[src/hdl/flash_log_page_tracker_core_macros.svh]
// Assertion macros shared by the tracker RTL.
`ifndef FLASH_LOG_PAGE_TRACKER_CORE_MACROS_SVH
`define FLASH_LOG_PAGE_TRACKER_CORE_MACROS_SVH

`ifndef NO_ASSERTIONS

// Property checked on every clock edge outside reset.
`define FLPT_ASSERT(name, clk, rst_n, prop, msg) \
  name: assert property (@(posedge clk) disable iff (!rst_n) (prop)) else $error(msg);

// Property checked on every clock edge, reset included.
`define FLPT_ASSERT_ALWAYS(name, clk, prop, msg) \
  name: assert property (@(posedge clk) (prop)) else $error(msg);

`else

`define FLPT_ASSERT(name, clk, rst_n, prop, msg)
`define FLPT_ASSERT_ALWAYS(name, clk, prop, msg)

`endif

`endif

[src/hdl/flpt_pkg.sv]
package flpt_pkg;

  localparam int unsigned CmdW     = 3;
  localparam int unsigned PageW    = 12;
  localparam int unsigned SeqW     = 32;
  localparam int unsigned BlkW     = 12;
  localparam int unsigned PinW     = 13;
  localparam int unsigned PpbW     = 11;
  localparam int unsigned CfgIdxW  = 1;
  localparam int unsigned CfgDataW = 13;
  // write position can reach pages_in_use - 1, which needs the full register width
  localparam int unsigned WpW      = 13;
  // block * pages_per_block + pages_per_block - 1 stays below 2**22
  localparam int unsigned ClrAddrW = 22;

  localparam logic [CmdW-1:0] CmdScan    = 3'd0;
  localparam logic [CmdW-1:0] CmdFinish  = 3'd1;
  localparam logic [CmdW-1:0] CmdMark    = 3'd2;
  localparam logic [CmdW-1:0] CmdClear   = 3'd3;
  localparam logic [CmdW-1:0] CmdAdvance = 3'd4;

  localparam logic [CfgIdxW-1:0] CfgPagesInUse   = 1'b0;
  localparam logic [CfgIdxW-1:0] CfgPagesPerBlock = 1'b1;

  localparam logic [SeqW-1:0] ErasedWord = 32'hffff_ffff;
  localparam logic [SeqW-1:0] MagicV1    = 32'h5d00_5d00;
  localparam logic [SeqW-1:0] MagicV2    = 32'h5d00_5e00;
  localparam logic [SeqW-1:0] SeqLowWin  = 32'h4000_0000;
  localparam logic [SeqW-1:0] SeqHighWin = 32'hc000_0000;
  localparam logic [SeqW-1:0] SeqHalf    = 32'h8000_0000;

  localparam logic [PinW-1:0] PinReset = 13'd4096;
  localparam logic [PinW-1:0] PinMin   = 13'd2;
  localparam logic [PpbW-1:0] PpbReset = 11'd16;
  localparam logic [PpbW-1:0] PpbMin   = 11'd1;
  localparam logic [PpbW-1:0] PpbMax   = 11'd1024;

  typedef struct packed {
    logic [CmdW-1:0]  cmd;
    logic [PageW-1:0] page;
    logic [SeqW-1:0]  seq;
    logic [SeqW-1:0]  magic;
    logic             bad_block;
    logic             read_ok;
    logic [BlkW-1:0]  block;
  } flpt_in_t;

  typedef struct packed {
    logic [PageW-1:0] next_page;
    logic [SeqW-1:0]  next_count;
    logic             erase_needed;
  } flpt_out_t;

endpackage

[src/hdl/flpt_stream_if.sv]
interface flpt_stream_if #(
  parameter type payload_t = logic
) ();

  logic     valid;
  logic     ready;
  payload_t data;

  modport source (output valid, output data, input ready);
  modport sink (input valid, input data, output ready);

endinterface

[src/hdl/flash_log_page_tracker_core.sv]
// Channel   Dir  Payload      Transfer
// in_i      in   flpt_in_t    in_i.valid & in_i.ready
// out_o     out  flpt_out_t   out_o.valid & out_o.ready
// cfg       in   idx, data    cfg_we_i
//
// Scan and mark write the used map in the accept cycle. For every command
// except clear block, the result register is then loaded from the registered
// map read of the new write page once out_o can take it. Clear block walks
// its pages, one map write per cycle, pages_per_block saturated to 1..1024.
// After reset the map is swept to zero with in_i.ready low.
// While a result is stalled on out_o, one new command is taken; its result
// then holds the tracker in its result state.
`include "flash_log_page_tracker_core_macros.svh"

module flash_log_page_tracker_core
  import flpt_pkg::*;
#(
  parameter int unsigned MAX_PAGES = 4096
) (
  input  logic                clk_i,
  input  logic                rst_ni,
  input  logic                cfg_we_i,
  input  logic [CfgIdxW-1:0]  cfg_idx_i,
  input  logic [CfgDataW-1:0] cfg_data_i,
  flpt_stream_if.sink         in_i,
  flpt_stream_if.source       out_o
);

  localparam int unsigned AW = (MAX_PAGES > 1) ? $clog2(MAX_PAGES) : 1;
  localparam logic [ClrAddrW-1:0] MaxPgClr = ClrAddrW'(MAX_PAGES);
  localparam logic [PinW-1:0] PgCap = (MAX_PAGES > 8191) ? 13'd8191 : PinW'(MAX_PAGES);

  typedef enum logic [3:0] {
    S_CLR  = 4'b0001,
    S_IDLE = 4'b0010,
    S_WALK = 4'b0100,
    S_RESP = 4'b1000
  } state_e;

  state_e state_q, state_d;

  logic [PinW-1:0]     pin_q;
  logic [PpbW-1:0]     ppb_q;
  logic [WpW-1:0]      wp_q, wp_d;
  logic [SeqW-1:0]     cnt_q, cnt_d;
  logic [SeqW-1:0]     nseq_q, nseq_d;
  logic [PageW-1:0]    npage_q, npage_d;
  logic [ClrAddrW-1:0] clr_addr_q, clr_addr_d;
  logic [PpbW-1:0]     clr_left_q, clr_left_d;
  logic                out_valid_q, out_valid_d;
  flpt_out_t           out_q;

  // used map
  logic                mem_q [MAX_PAGES];
  logic                mem_we;
  logic [AW-1:0]       mem_waddr;
  logic                mem_wdata;
  logic [AW-1:0]       rd_addr;
  logic                rd_q;
  logic                rd_ok_q;
  logic                fwd_hit_q;
  logic                fwd_val_q;
  logic [ClrAddrW-1:0] wp_ext;
  logic                used_now;

  logic [PinW-1:0]     eff_pages;
  logic [PpbW-1:0]     eff_ppb;
  logic                in_fire;
  logic                out_fire;
  logic                load_out;
  logic                scan_ok;
  logic                magic_ok;
  logic                take;
  logic [ClrAddrW-1:0] page_ext;
  logic [ClrAddrW-1:0] wp_q_ext;
  logic [22:0]         clr_start;
  logic [WpW-1:0]      fin_wp;
  logic [SeqW-1:0]     fin_cnt;
  flpt_in_t            req;

  function automatic logic [WpW-1:0] wp_step(input logic [WpW-1:0] wp,
                                             input logic [PinW-1:0] lim);
    logic [WpW:0] nx;
    nx = {1'b0, wp} + 1'b1;
    return (nx >= {1'b0, lim}) ? '0 : nx[WpW-1:0];
  endfunction

  function automatic logic [SeqW-1:0] cnt_step(input logic [SeqW-1:0] c);
    logic [SeqW-1:0] nx;
    nx = c + 1'b1;
    return (nx == ErasedWord) ? '0 : nx;
  endfunction

  assign req      = in_i.data;
  assign in_fire  = in_i.valid && in_i.ready;
  assign out_fire = out_valid_q && out_o.ready;
  assign in_i.ready  = (state_q == S_IDLE);
  assign out_o.valid = out_valid_q;
  assign out_o.data  = out_q;

  assign eff_pages = (pin_q < PinMin) ? PinMin : ((pin_q > PgCap) ? PgCap : pin_q);
  assign eff_ppb   = (ppb_q < PpbMin) ? PpbMin : ((ppb_q > PpbMax) ? PpbMax : ppb_q);

  assign page_ext  = ClrAddrW'(req.page);
  assign wp_q_ext  = ClrAddrW'(wp_q);
  assign clr_start = 23'(req.block) * 23'(eff_ppb);

  assign scan_ok  = ({1'b0, req.page} < eff_pages) && (page_ext < MaxPgClr) && !req.bad_block;
  assign magic_ok = (req.magic == MagicV1) || (req.magic == MagicV2);
  assign take = (nseq_q == ErasedWord)
             || ((req.seq < SeqLowWin) && (nseq_q > SeqHighWin))
             || ((req.seq > nseq_q) && (req.seq < SeqHighWin))
             || ((req.seq > nseq_q) && (req.seq > SeqHighWin) && (nseq_q > SeqHalf));

  assign fin_wp  = (nseq_q == ErasedWord) ? (eff_pages - 1'b1) : WpW'(npage_q);
  assign fin_cnt = (nseq_q == ErasedWord) ? '0 : nseq_q;

  assign load_out = (state_q == S_RESP) && (!out_valid_q || out_o.ready);

  always_comb begin
    state_d     = state_q;
    wp_d        = wp_q;
    cnt_d       = cnt_q;
    nseq_d      = nseq_q;
    npage_d     = npage_q;
    clr_addr_d  = clr_addr_q;
    clr_left_d  = clr_left_q;
    mem_we      = 1'b0;
    mem_waddr   = page_ext[AW-1:0];
    mem_wdata   = 1'b0;
    out_valid_d = out_valid_q;

    if (out_fire) begin
      out_valid_d = 1'b0;
    end

    unique case (state_q)
      S_CLR: begin
        mem_we    = 1'b1;
        mem_waddr = clr_addr_q[AW-1:0];
        if (clr_addr_q == MaxPgClr - 1'b1) begin
          clr_addr_d = '0;
          state_d    = S_IDLE;
        end else begin
          clr_addr_d = clr_addr_q + 1'b1;
        end
      end
      S_IDLE: begin
        if (in_fire) begin
          state_d = S_RESP;
          unique case (req.cmd)
            CmdScan: begin
              if (scan_ok) begin
                mem_we    = 1'b1;
                mem_waddr = page_ext[AW-1:0];
                mem_wdata = !(req.read_ok && (req.seq == ErasedWord)
                              && (req.magic == ErasedWord));
                if (req.read_ok && (req.seq != ErasedWord) && magic_ok && take) begin
                  nseq_d  = req.seq;
                  npage_d = req.page;
                end
              end
            end
            CmdFinish: begin
              wp_d    = wp_step(fin_wp, eff_pages);
              cnt_d   = cnt_step(fin_cnt);
              nseq_d  = ErasedWord;
              npage_d = '0;
            end
            CmdMark: begin
              mem_we    = (wp_q_ext < MaxPgClr);
              mem_waddr = wp_q_ext[AW-1:0];
              mem_wdata = 1'b1;
            end
            CmdClear: begin
              clr_addr_d = clr_start[ClrAddrW-1:0];
              clr_left_d = eff_ppb;
              state_d    = S_WALK;
            end
            CmdAdvance: begin
              wp_d  = wp_step(wp_q, eff_pages);
              cnt_d = cnt_step(cnt_q);
            end
            default: begin
            end
          endcase
        end
      end
      S_WALK: begin
        // drop pages that fall past the end of the map
        mem_we     = (clr_addr_q < MaxPgClr);
        mem_waddr  = clr_addr_q[AW-1:0];
        clr_addr_d = clr_addr_q + 1'b1;
        clr_left_d = clr_left_q - 1'b1;
        if (clr_left_q == PpbMin) begin
          state_d = S_RESP;
        end
      end
      S_RESP: begin
        if (load_out) begin
          out_valid_d = 1'b1;
          state_d     = S_IDLE;
        end
      end
      default: begin
        state_d = S_IDLE;
      end
    endcase
  end

  // read the page the next result reports, with this cycle's write forwarded
  assign wp_ext  = ClrAddrW'(wp_d);
  assign rd_addr = wp_ext[AW-1:0];
  assign used_now = rd_ok_q && (fwd_hit_q ? fwd_val_q : rd_q);

  always_ff @(posedge clk_i) begin
    if (mem_we) begin
      mem_q[mem_waddr] <= mem_wdata;
    end
    rd_q      <= mem_q[rd_addr];
    rd_ok_q   <= (wp_ext < MaxPgClr);
    fwd_hit_q <= mem_we && (mem_waddr == rd_addr);
    fwd_val_q <= mem_wdata;
  end

  always_ff @(posedge clk_i) begin
    if (load_out) begin
      out_q.next_page    <= wp_q[PageW-1:0];
      out_q.next_count   <= cnt_q;
      out_q.erase_needed <= used_now;
    end
  end

  always_ff @(posedge clk_i or negedge rst_ni) begin
    if (!rst_ni) begin
      state_q     <= S_CLR;
      pin_q       <= PinReset;
      ppb_q       <= PpbReset;
      wp_q        <= '0;
      cnt_q       <= '0;
      nseq_q      <= ErasedWord;
      npage_q     <= '0;
      clr_addr_q  <= '0;
      clr_left_q  <= '0;
      out_valid_q <= 1'b0;
    end else begin
      state_q     <= state_d;
      wp_q        <= wp_d;
      cnt_q       <= cnt_d;
      nseq_q      <= nseq_d;
      npage_q     <= npage_d;
      clr_addr_q  <= clr_addr_d;
      clr_left_q  <= clr_left_d;
      out_valid_q <= out_valid_d;
      if (cfg_we_i) begin
        unique case (cfg_idx_i)
          CfgPagesInUse:    pin_q <= cfg_data_i[PinW-1:0];
          CfgPagesPerBlock: ppb_q <= cfg_data_i[PpbW-1:0];
          default: begin
          end
        endcase
      end
    end
  end

  `FLPT_ASSERT(a_out_from_resp, clk_i, rst_ni, $rose(out_valid_q) |-> $past(state_q == S_RESP), "result raised outside result state")
  `FLPT_ASSERT(a_resp_holds_pos, clk_i, rst_ni, (state_q == S_RESP) && $past(state_q == S_RESP) && $past(rst_ni) |-> $stable(wp_q) && $stable(cnt_q), "write position moved while result pending")
  `FLPT_ASSERT(a_idle_write_needs_cmd, clk_i, rst_ni, mem_we && (state_q == S_IDLE) |-> in_fire, "map written without a command")
  `FLPT_ASSERT(a_walk_count, clk_i, rst_ni, (state_q == S_WALK) |-> (clr_left_q != '0), "block walk with no pages left")
  `FLPT_ASSERT_ALWAYS(a_no_accept_in_sweep, clk_i, (state_q == S_CLR) |-> !in_fire && !out_valid_q, "transfer during map sweep")

endmodule
[src/flat_wrapper.sv]
// flat-port wrapper written by rule: the top's interface ports become plain ports
module flash_log_page_tracker_core_flat import flpt_pkg::*;
#(
  parameter int unsigned MAX_PAGES = 4096
)
  (clk_i, rst_ni, cfg_we_i, cfg_idx_i, cfg_data_i, in_i_valid, in_i_data, in_i_ready, out_o_valid, out_o_data, out_o_ready);
  flpt_stream_if in_i_i ();
  flpt_stream_if out_o_i ();
  input  logic clk_i;
  input  logic rst_ni;
  input  logic cfg_we_i;
  input  logic [CfgIdxW-1:0] cfg_idx_i;
  input  logic [CfgDataW-1:0] cfg_data_i;
  input wire logic [$bits(in_i_i.valid)-1:0] in_i_valid;
  input wire logic [$bits(in_i_i.data)-1:0] in_i_data;
  output wire logic [$bits(in_i_i.ready)-1:0] in_i_ready;
  output wire logic [$bits(out_o_i.valid)-1:0] out_o_valid;
  output wire logic [$bits(out_o_i.data)-1:0] out_o_data;
  input wire logic [$bits(out_o_i.ready)-1:0] out_o_ready;
  assign in_i_i.valid = in_i_valid;
  assign in_i_i.data = in_i_data;
  assign in_i_ready = in_i_i.ready;
  assign out_o_valid = out_o_i.valid;
  assign out_o_data = out_o_i.data;
  assign out_o_i.ready = out_o_ready;
  flash_log_page_tracker_core #(.MAX_PAGES(MAX_PAGES)) u_core (.clk_i(clk_i), .rst_ni(rst_ni), .cfg_we_i(cfg_we_i), .cfg_idx_i(cfg_idx_i), .cfg_data_i(cfg_data_i), .in_i(in_i_i), .out_o(out_o_i));
endmodule
[config.mk]
export PLATFORM = sky130hd
export DESIGN_NAME = flash_log_page_tracker_core_flat
export DESIGN_NICKNAME = d
export VERILOG_FILES = /design/src/hdl/flpt_pkg.sv /design/src/hdl/flpt_stream_if.sv /design/src/hdl/flash_log_page_tracker_core.sv /design/src/flat_wrapper.sv
export VERILOG_INCLUDE_DIRS = /design/src /design/src/hdl
export SDC_FILE = /design/constraint.sdc
export NUM_CORES = 1
export LEC_CHECK = 0
export BUFFER_PORTS_ARGS = -buffer_cell sky130_fd_sc_hd__buf_2
export CORE_MARGIN = 10
export CORE_UTILIZATION = 48
export CTS_BUF_LIST = sky130_fd_sc_hd__clkbuf_16
export CTS_CLUSTER_DIAMETER = 100
export DETAILED_ROUTE_END_ITERATION = 10
export PLACE_DENSITY = 0.72
export REMOVE_ABC_BUFFERS = 1
export SLEW_MARGIN = 0
export SYNTH_ARGS = -nofsm -noshare
export SYNTH_HDL_FRONTEND = slang
export SYNTH_SLANG_ARGS = --single-unit
[constraint.sdc]
create_clock -name clk_i -period 1.7 [get_ports clk_i]
set_input_delay 0.17 -clock clk_i [delete_from_list [all_inputs] [get_ports clk_i]]
set_output_delay 0.17 -clock clk_i [all_outputs]
set_load 0.02 [all_outputs]
== Word-level counts from Yosys, hierarchy flattened ==
Memory sizes are Yosys's and may differ from the RTL's. A register that Yosys moved wholly into a read port is not among the register bits.
Cells that the tools add are included.

* Bitwise operators: 1
* Equal/unequal tests: 10
* $add $sub $neg: 2
* $lt $le $gt $ge: 4
* Reductions and logical operators: 11
* Multiplexer cells: 20

{| class="wikitable"
|+ Operators with widths
! operator !! count
|-
| $pmux 22 s2 || 1
|-
| $mux 13 || 2
|-
| $add 22x1->22 const B || 1
|-
| $eq 22x12->1 const B || 1
|-
| $lt 22x13->1 const B || 1
|-
| $mux 22 || 1
|-
| $mux 4 || 4
|-
| $pmux 4 s4 || 1
|-
| $gt 13x13->1 const B || 1
|-
| $lt 1x13->1 const A || 1
|-
| $lt 13x2->1 const B || 1
|-
| $logic_not 12->1 || 1
|-
| $mux 12 || 1
|-
| $eq 11x1->1 const B || 1
|-
| $sub 11x1->11 const B || 1
|-
| $mux 1 || 9
|-
| $ne 2x1->1 const B || 3
|-
| $eq 4x1->1 const B || 1
|-
| $eq 4x2->1 const B || 1
|-
| $eq 4x3->1 const B || 1
|-
| $eq 4x4->1 const B || 1
|-
| $logic_and 1x1->1 || 4
|-
| $reduce_and 4->1 || 1
|-
| $pmux 1 s3 || 1
|-
| 7 further kinds || 7
|}

* Bits in registers: 54
* Bits in writable memories: 4,096
* Memories: 1
* Logic and storage cells: 57

{| class="wikitable"
|+ Memory list
! name !! words !! width !! rd ports !! clocked after Yosys merged registers in !! write ports !! line !! source
|-
| u_core.mem_q || 4,096 || 1 || 1 || 1 || 1 || flash_log_page_tracker_core.sv:54 || <nowiki>logic mem_q [MAX_PAGES];</nowiki>
|}

== Logic depth before layout (Yosys ltp) ==
* Depth in word-level cells: 9
* Depth in mapped cells: 5
* Depth with buffers taken out: 5

== Worst setup path after synthesis ==
No wires, ideal clock.

* Path type: reg-to-reg
* Start: reg u_core.state_q[0]
* End: reg u_core.clr_addr_q[3]
* Setup time: 0.130 ns
* Cell stages (with the launch flop): 5
* Setup slack: -0.067 ns
* Clock period less this slack: 1.767 ns
* Path buffers: 0
* Data arrival time: 1.637 ns
* Cells stage by stage: dfstp_2 -> or3b_1 -> or2_2 -> nor3_2 -> nor2_1

* Longest elaborated chain between the ends: 2
* Elaborated cells on any way between the ends: 4

{| class="wikitable"
|+ RTL lines
! element !! line !! source
|-
| start: declaration || flash_log_page_tracker_core.sv:40 || <nowiki>state_e state_q, state_d;</nowiki>
|-
| start signal: assignment || flash_log_page_tracker_core.sv:247 || <nowiki>state_q <= state_d;</nowiki>
|-
| $eq 4x3->1 / $eq 4x1->1 (equally long branches) || flash_log_page_tracker_core.sv:137 || <nowiki>unique case (state_q)</nowiki>
|-
| $pmux 22 s2 / $reduce_bool 2->1 (equally long branches) || - ||
|-
| end signal: assignment || flash_log_page_tracker_core.sv:252 || <nowiki>clr_addr_q <= clr_addr_d;</nowiki>
|-
| end: declaration || flash_log_page_tracker_core.sv:48 || <nowiki>logic [ClrAddrW-1:0] clr_addr_q, clr_addr_d;</nowiki>
|}

Parallel ways exist; a longest one is shown, timed or not.
A chain may end at the register's enable or synchronous reset.

== Worst setup path after layout ==
* Start: reg u_core.state_q[0]
* End: reg u_core.clr_addr_q[14]

Same word-level chain as after synthesis.

==> impl_metrics.csv <==
group,metric,value,unit
run_status,status,"complete, no violations",
cells_and_area,finalNonFillerCells,194,
sta,fmax,608.1,MHz
sta,worst_pin_slew,0.5750,ns
yosys,synth_xor_area_frac,0.1112,
cells_and_area,nets,183,
setup_path,required,1.85,ns
power_and_ir_drop,total_power,1.665,mW
yosys,synth-simple-area-share,0.2710,
global_routing,first_global_vias,1169,
sta,post-route-min-period,1.644,ns
sta,finalHoldViolations,0,
cells_and_area,syn2layout_area_growth,27.45,%
detailed_routing,wl_per_cell,14.91,um
yosys,synth-main-ff-cell,"dfrtp_1",
yosys,avgSynthCellArea,10.82,um^2
yosys,yosys-top-cells-count,"dfrtp_1 (25), nand3_1 (12), xnor2_1 (12)",
sta,rsz0062_at_grt,"true",
yosys,synth_area,1418,um^2
yosys,synth-seq-cells,31,
cts,cts.clk_slew.worst_paths,0.05,ns
setup_path,endpoint_kind,"register",
setup_path,crit_fanout,7,
power_and_ir_drop,powerDensity,921.5,nW/um^2
setup_path,start_kind,"register",
setup_path,path_class,"reg -> reg",
die,die_h,74.35,um
cts,worstSkewPairLatency,0.28,ns
die,dieWidth,74.35,um
detailed_routing,vias_per_cell,5.665,
yosys,synth_top_family_by_area,"simple AND/OR/NAND/NOR gates",
sta,slew_headroom,0.6166,
global_routing,grt_max_degree,27,
detailed_routing,drt_pass1_iterations,4,
detailed_routing,detail-route-antenna-nets,0,
sta,setup_tns,0,ns
yosys,synth_async_sr_flop_share,0.8387,
sta,fin_crit_sh,0.9673,
yosys,synthMuxAreaShare,0.02295,
cells_and_area,multiInputGateArea,661.9,um^2
die,design.core.area,2781,um^2
placement,dp.cells,184,
power_and_ir_drop,peakVddDrop,0.9195,mV
cts,clock-root-buffer,"clkbuf_16",
die,initial_core_util,0.5097,
yosys,synth_edf_count,2,
cts,cts_sinks,31,
yosys,synthAdderAreaFrac,0.008826,
yosys,synth_compound_area_frac,0.03089,
global_routing,antenna_found_initial,0,
detailed_routing,drt_iter0_drc,45,
placement,place_hpwl,2.041,mm
yosys,synth_area_leader_cell,"dfrtp_1",
cts,cts_tree,"done",
global_routing,grt_pass1_wl,5.223,mm
cts,numCtsBuffers,5,
detailed_routing,routed_wl,2.892,mm
cts,htreeDepth,2,
yosys,synth_top_cell_area_share,0.4413,
yosys,synth_cells,131,
detailed_routing,drc_errors,0,
placement,portBuffers,6,
cells_and_area,fillCellCount,222,
detailed_routing,num_vias,1099,
die,placementRows,19,
global_routing,grt_overflow_total,0,
yosys,ys_seq_area_frac,0.5446,
power_and_ir_drop,total_leakage_power,0.7984,nW
min_path,min_path_type,"in -> reg",
yosys,synth_area_leaders,"dfrtp_1 (44%), xnor2_1 (7.4%), dfxtp_1 (4.2%)",
sta,slew_viol_final,0,
yosys,yosysMostFrequentCell,"dfrtp_1",
cells_and_area,n_antenna_cell,0,
yosys,yosysWarningCount,0,
cells_and_area,final_layout_size_suffix_gt1_frac,0.2699,
setup_path,worst-endpoint-arrival,1.80,ns
flow_run,drv_cap,0,
global_routing,grt_usage,0.1236,
placement,gp_congestion,0.8584,
cts,clockBufferDepth,2,
sta,skew,0.005353,ns
cells_and_area,seq_area,772.0,um^2
die,ioPinCount,23,
sta,setup_viol,0,
yosys,synth_cell_types,34,
die,die_area,5527,um^2
==> worst max-delay path: stages, from the launching register on <==
cell     delay [ns]
dfstp_2        0.52
or3b_4         0.39
buf_6          0.14
nor2_4         0.08
buf_6          0.13
nand4_1        0.11
xnor2_1        0.15
==> placed cells by master (no fill, tap or decap), drive strengths merged, types with 3 or more instances in the layout <==
cell type   n
dfrtp      25
buf        24
xnor2      12
nand3      12
nor2       11
nand4       9
nand2       7
nor4        6
xor2        6
clkbuf      5
inv         4
o21ai       4
nor3        4
a21oi       3
dfxtp       3
==> metrics by stage <==
step	hold WS [ns]	utilization	setup WS (ns)	area [um^2]
2_1_floorplan	-0.1256	-	-0.06705	1414
3_3_place_gp	0.1950	0.5789	-0.004807	1610
3_5_place_dp	0.1980	0.5789	-0.07377	1610
4_1_cts	0.09427	0.6383	-0.02149	1775
5_1_grt	0.1164	0.6496	-0.007896	1807
6_report	0.09868	0.6496	0.05563	1807
==> repair_timing <==
| item | CTS | global route |
|---|---|---|
| cloned | 0 | 0 |
| setup buffers | 0 | 1 |
| resized for setup | 6 | 8 |
| setup endpoints to repair | 13 | 12 |
| pin swaps | 0 | 5 |
| hold buffers | 1 | 0 |
| endpoints found under the hold margin | 25 | 0 |
==> worst paths after layout <==
path	from	slack (ns)	end	depth (start not counted)
min reg2reg	u_core.mem_q[0]$_DFFE_PP_	0.35	u_core.rd_q$_DFF_P_	0
max	u_core.state_q[0]$_DFFE_PN1P_	0.06	u_core.clr_addr_q[14]$_DFFE_PN0N_	6
min	out_o_ready	0.1	u_core.out_o.valid$_DFF_PN0_	2
max reg2reg	u_core.state_q[0]$_DFFE_PN1P_	0.06	u_core.clr_addr_q[14]$_DFFE_PN0N_	6
min in group asynchronous	rst_ni	0.42	u_core.clr_addr_q[5]$_DFFE_PN0N_	2
max in group asynchronous	rst_ni	0.89	u_core.clr_addr_q[1]$_DFFE_PN0N_	2
==> registers in the layout, summed over array words and instances, names as in the netlist <==
signal,cells
u_core.rd_q,1
u_core.state_q,3
u_core.out_o.valid,1
u_core.fwd_val_q,1
u_core.mem_q,1
u_core.fwd_hit_q,1
u_core.clr_addr_q,22
u_core.out_o.data,1
==> per-layer routing <==
layer | wire length [um] | vias up | part of all wire | track usage
li1 | - | 531 | - | -
met1 | 1323 | 532 | 0.46 | 0.1473
met2 | 1362 | 29 | 0.47 | 0.1894
met3 | 129 | 7 | 0.045 | 0.05053
met4 | 76 | 0 | 0.026 | 0.06098
met5 | 0 | - | 0 | 0
==> power breakdown <==
part           leakage, nW  switching [mW]  internal [mW]
Clock               0.0701           0.285          0.524
Combinational        0.330          0.0471         0.0330
Sequential           0.398         0.00858          0.768
Total                0.798           0.341           1.32
==> kinds of logic after synthesis <==
group | count (synthesis)
DFF | 31
and+or+nand+nor | 66
adders and majority gates | 1
xor gates and xnor gates | 18
muxes | 3
AOI/OAI and AO/OA | 8
buffers and inverters | 4
==> area by class of cell <==
cell class | instances | share of cell area
Multi-Input combinational cell | 96 | 0.3663
Tap cell | 31 | 0.02147
Timing Repair Buffer | 25 | 0.1032
Inverter | 3 | 0.006233
Sequential cell | 31 | 0.4273
Clock buffer | 5 | 0.06925
Clock inverter | 3 | 0.006233
No activity file was read; power rests on OpenSTA's default activity.
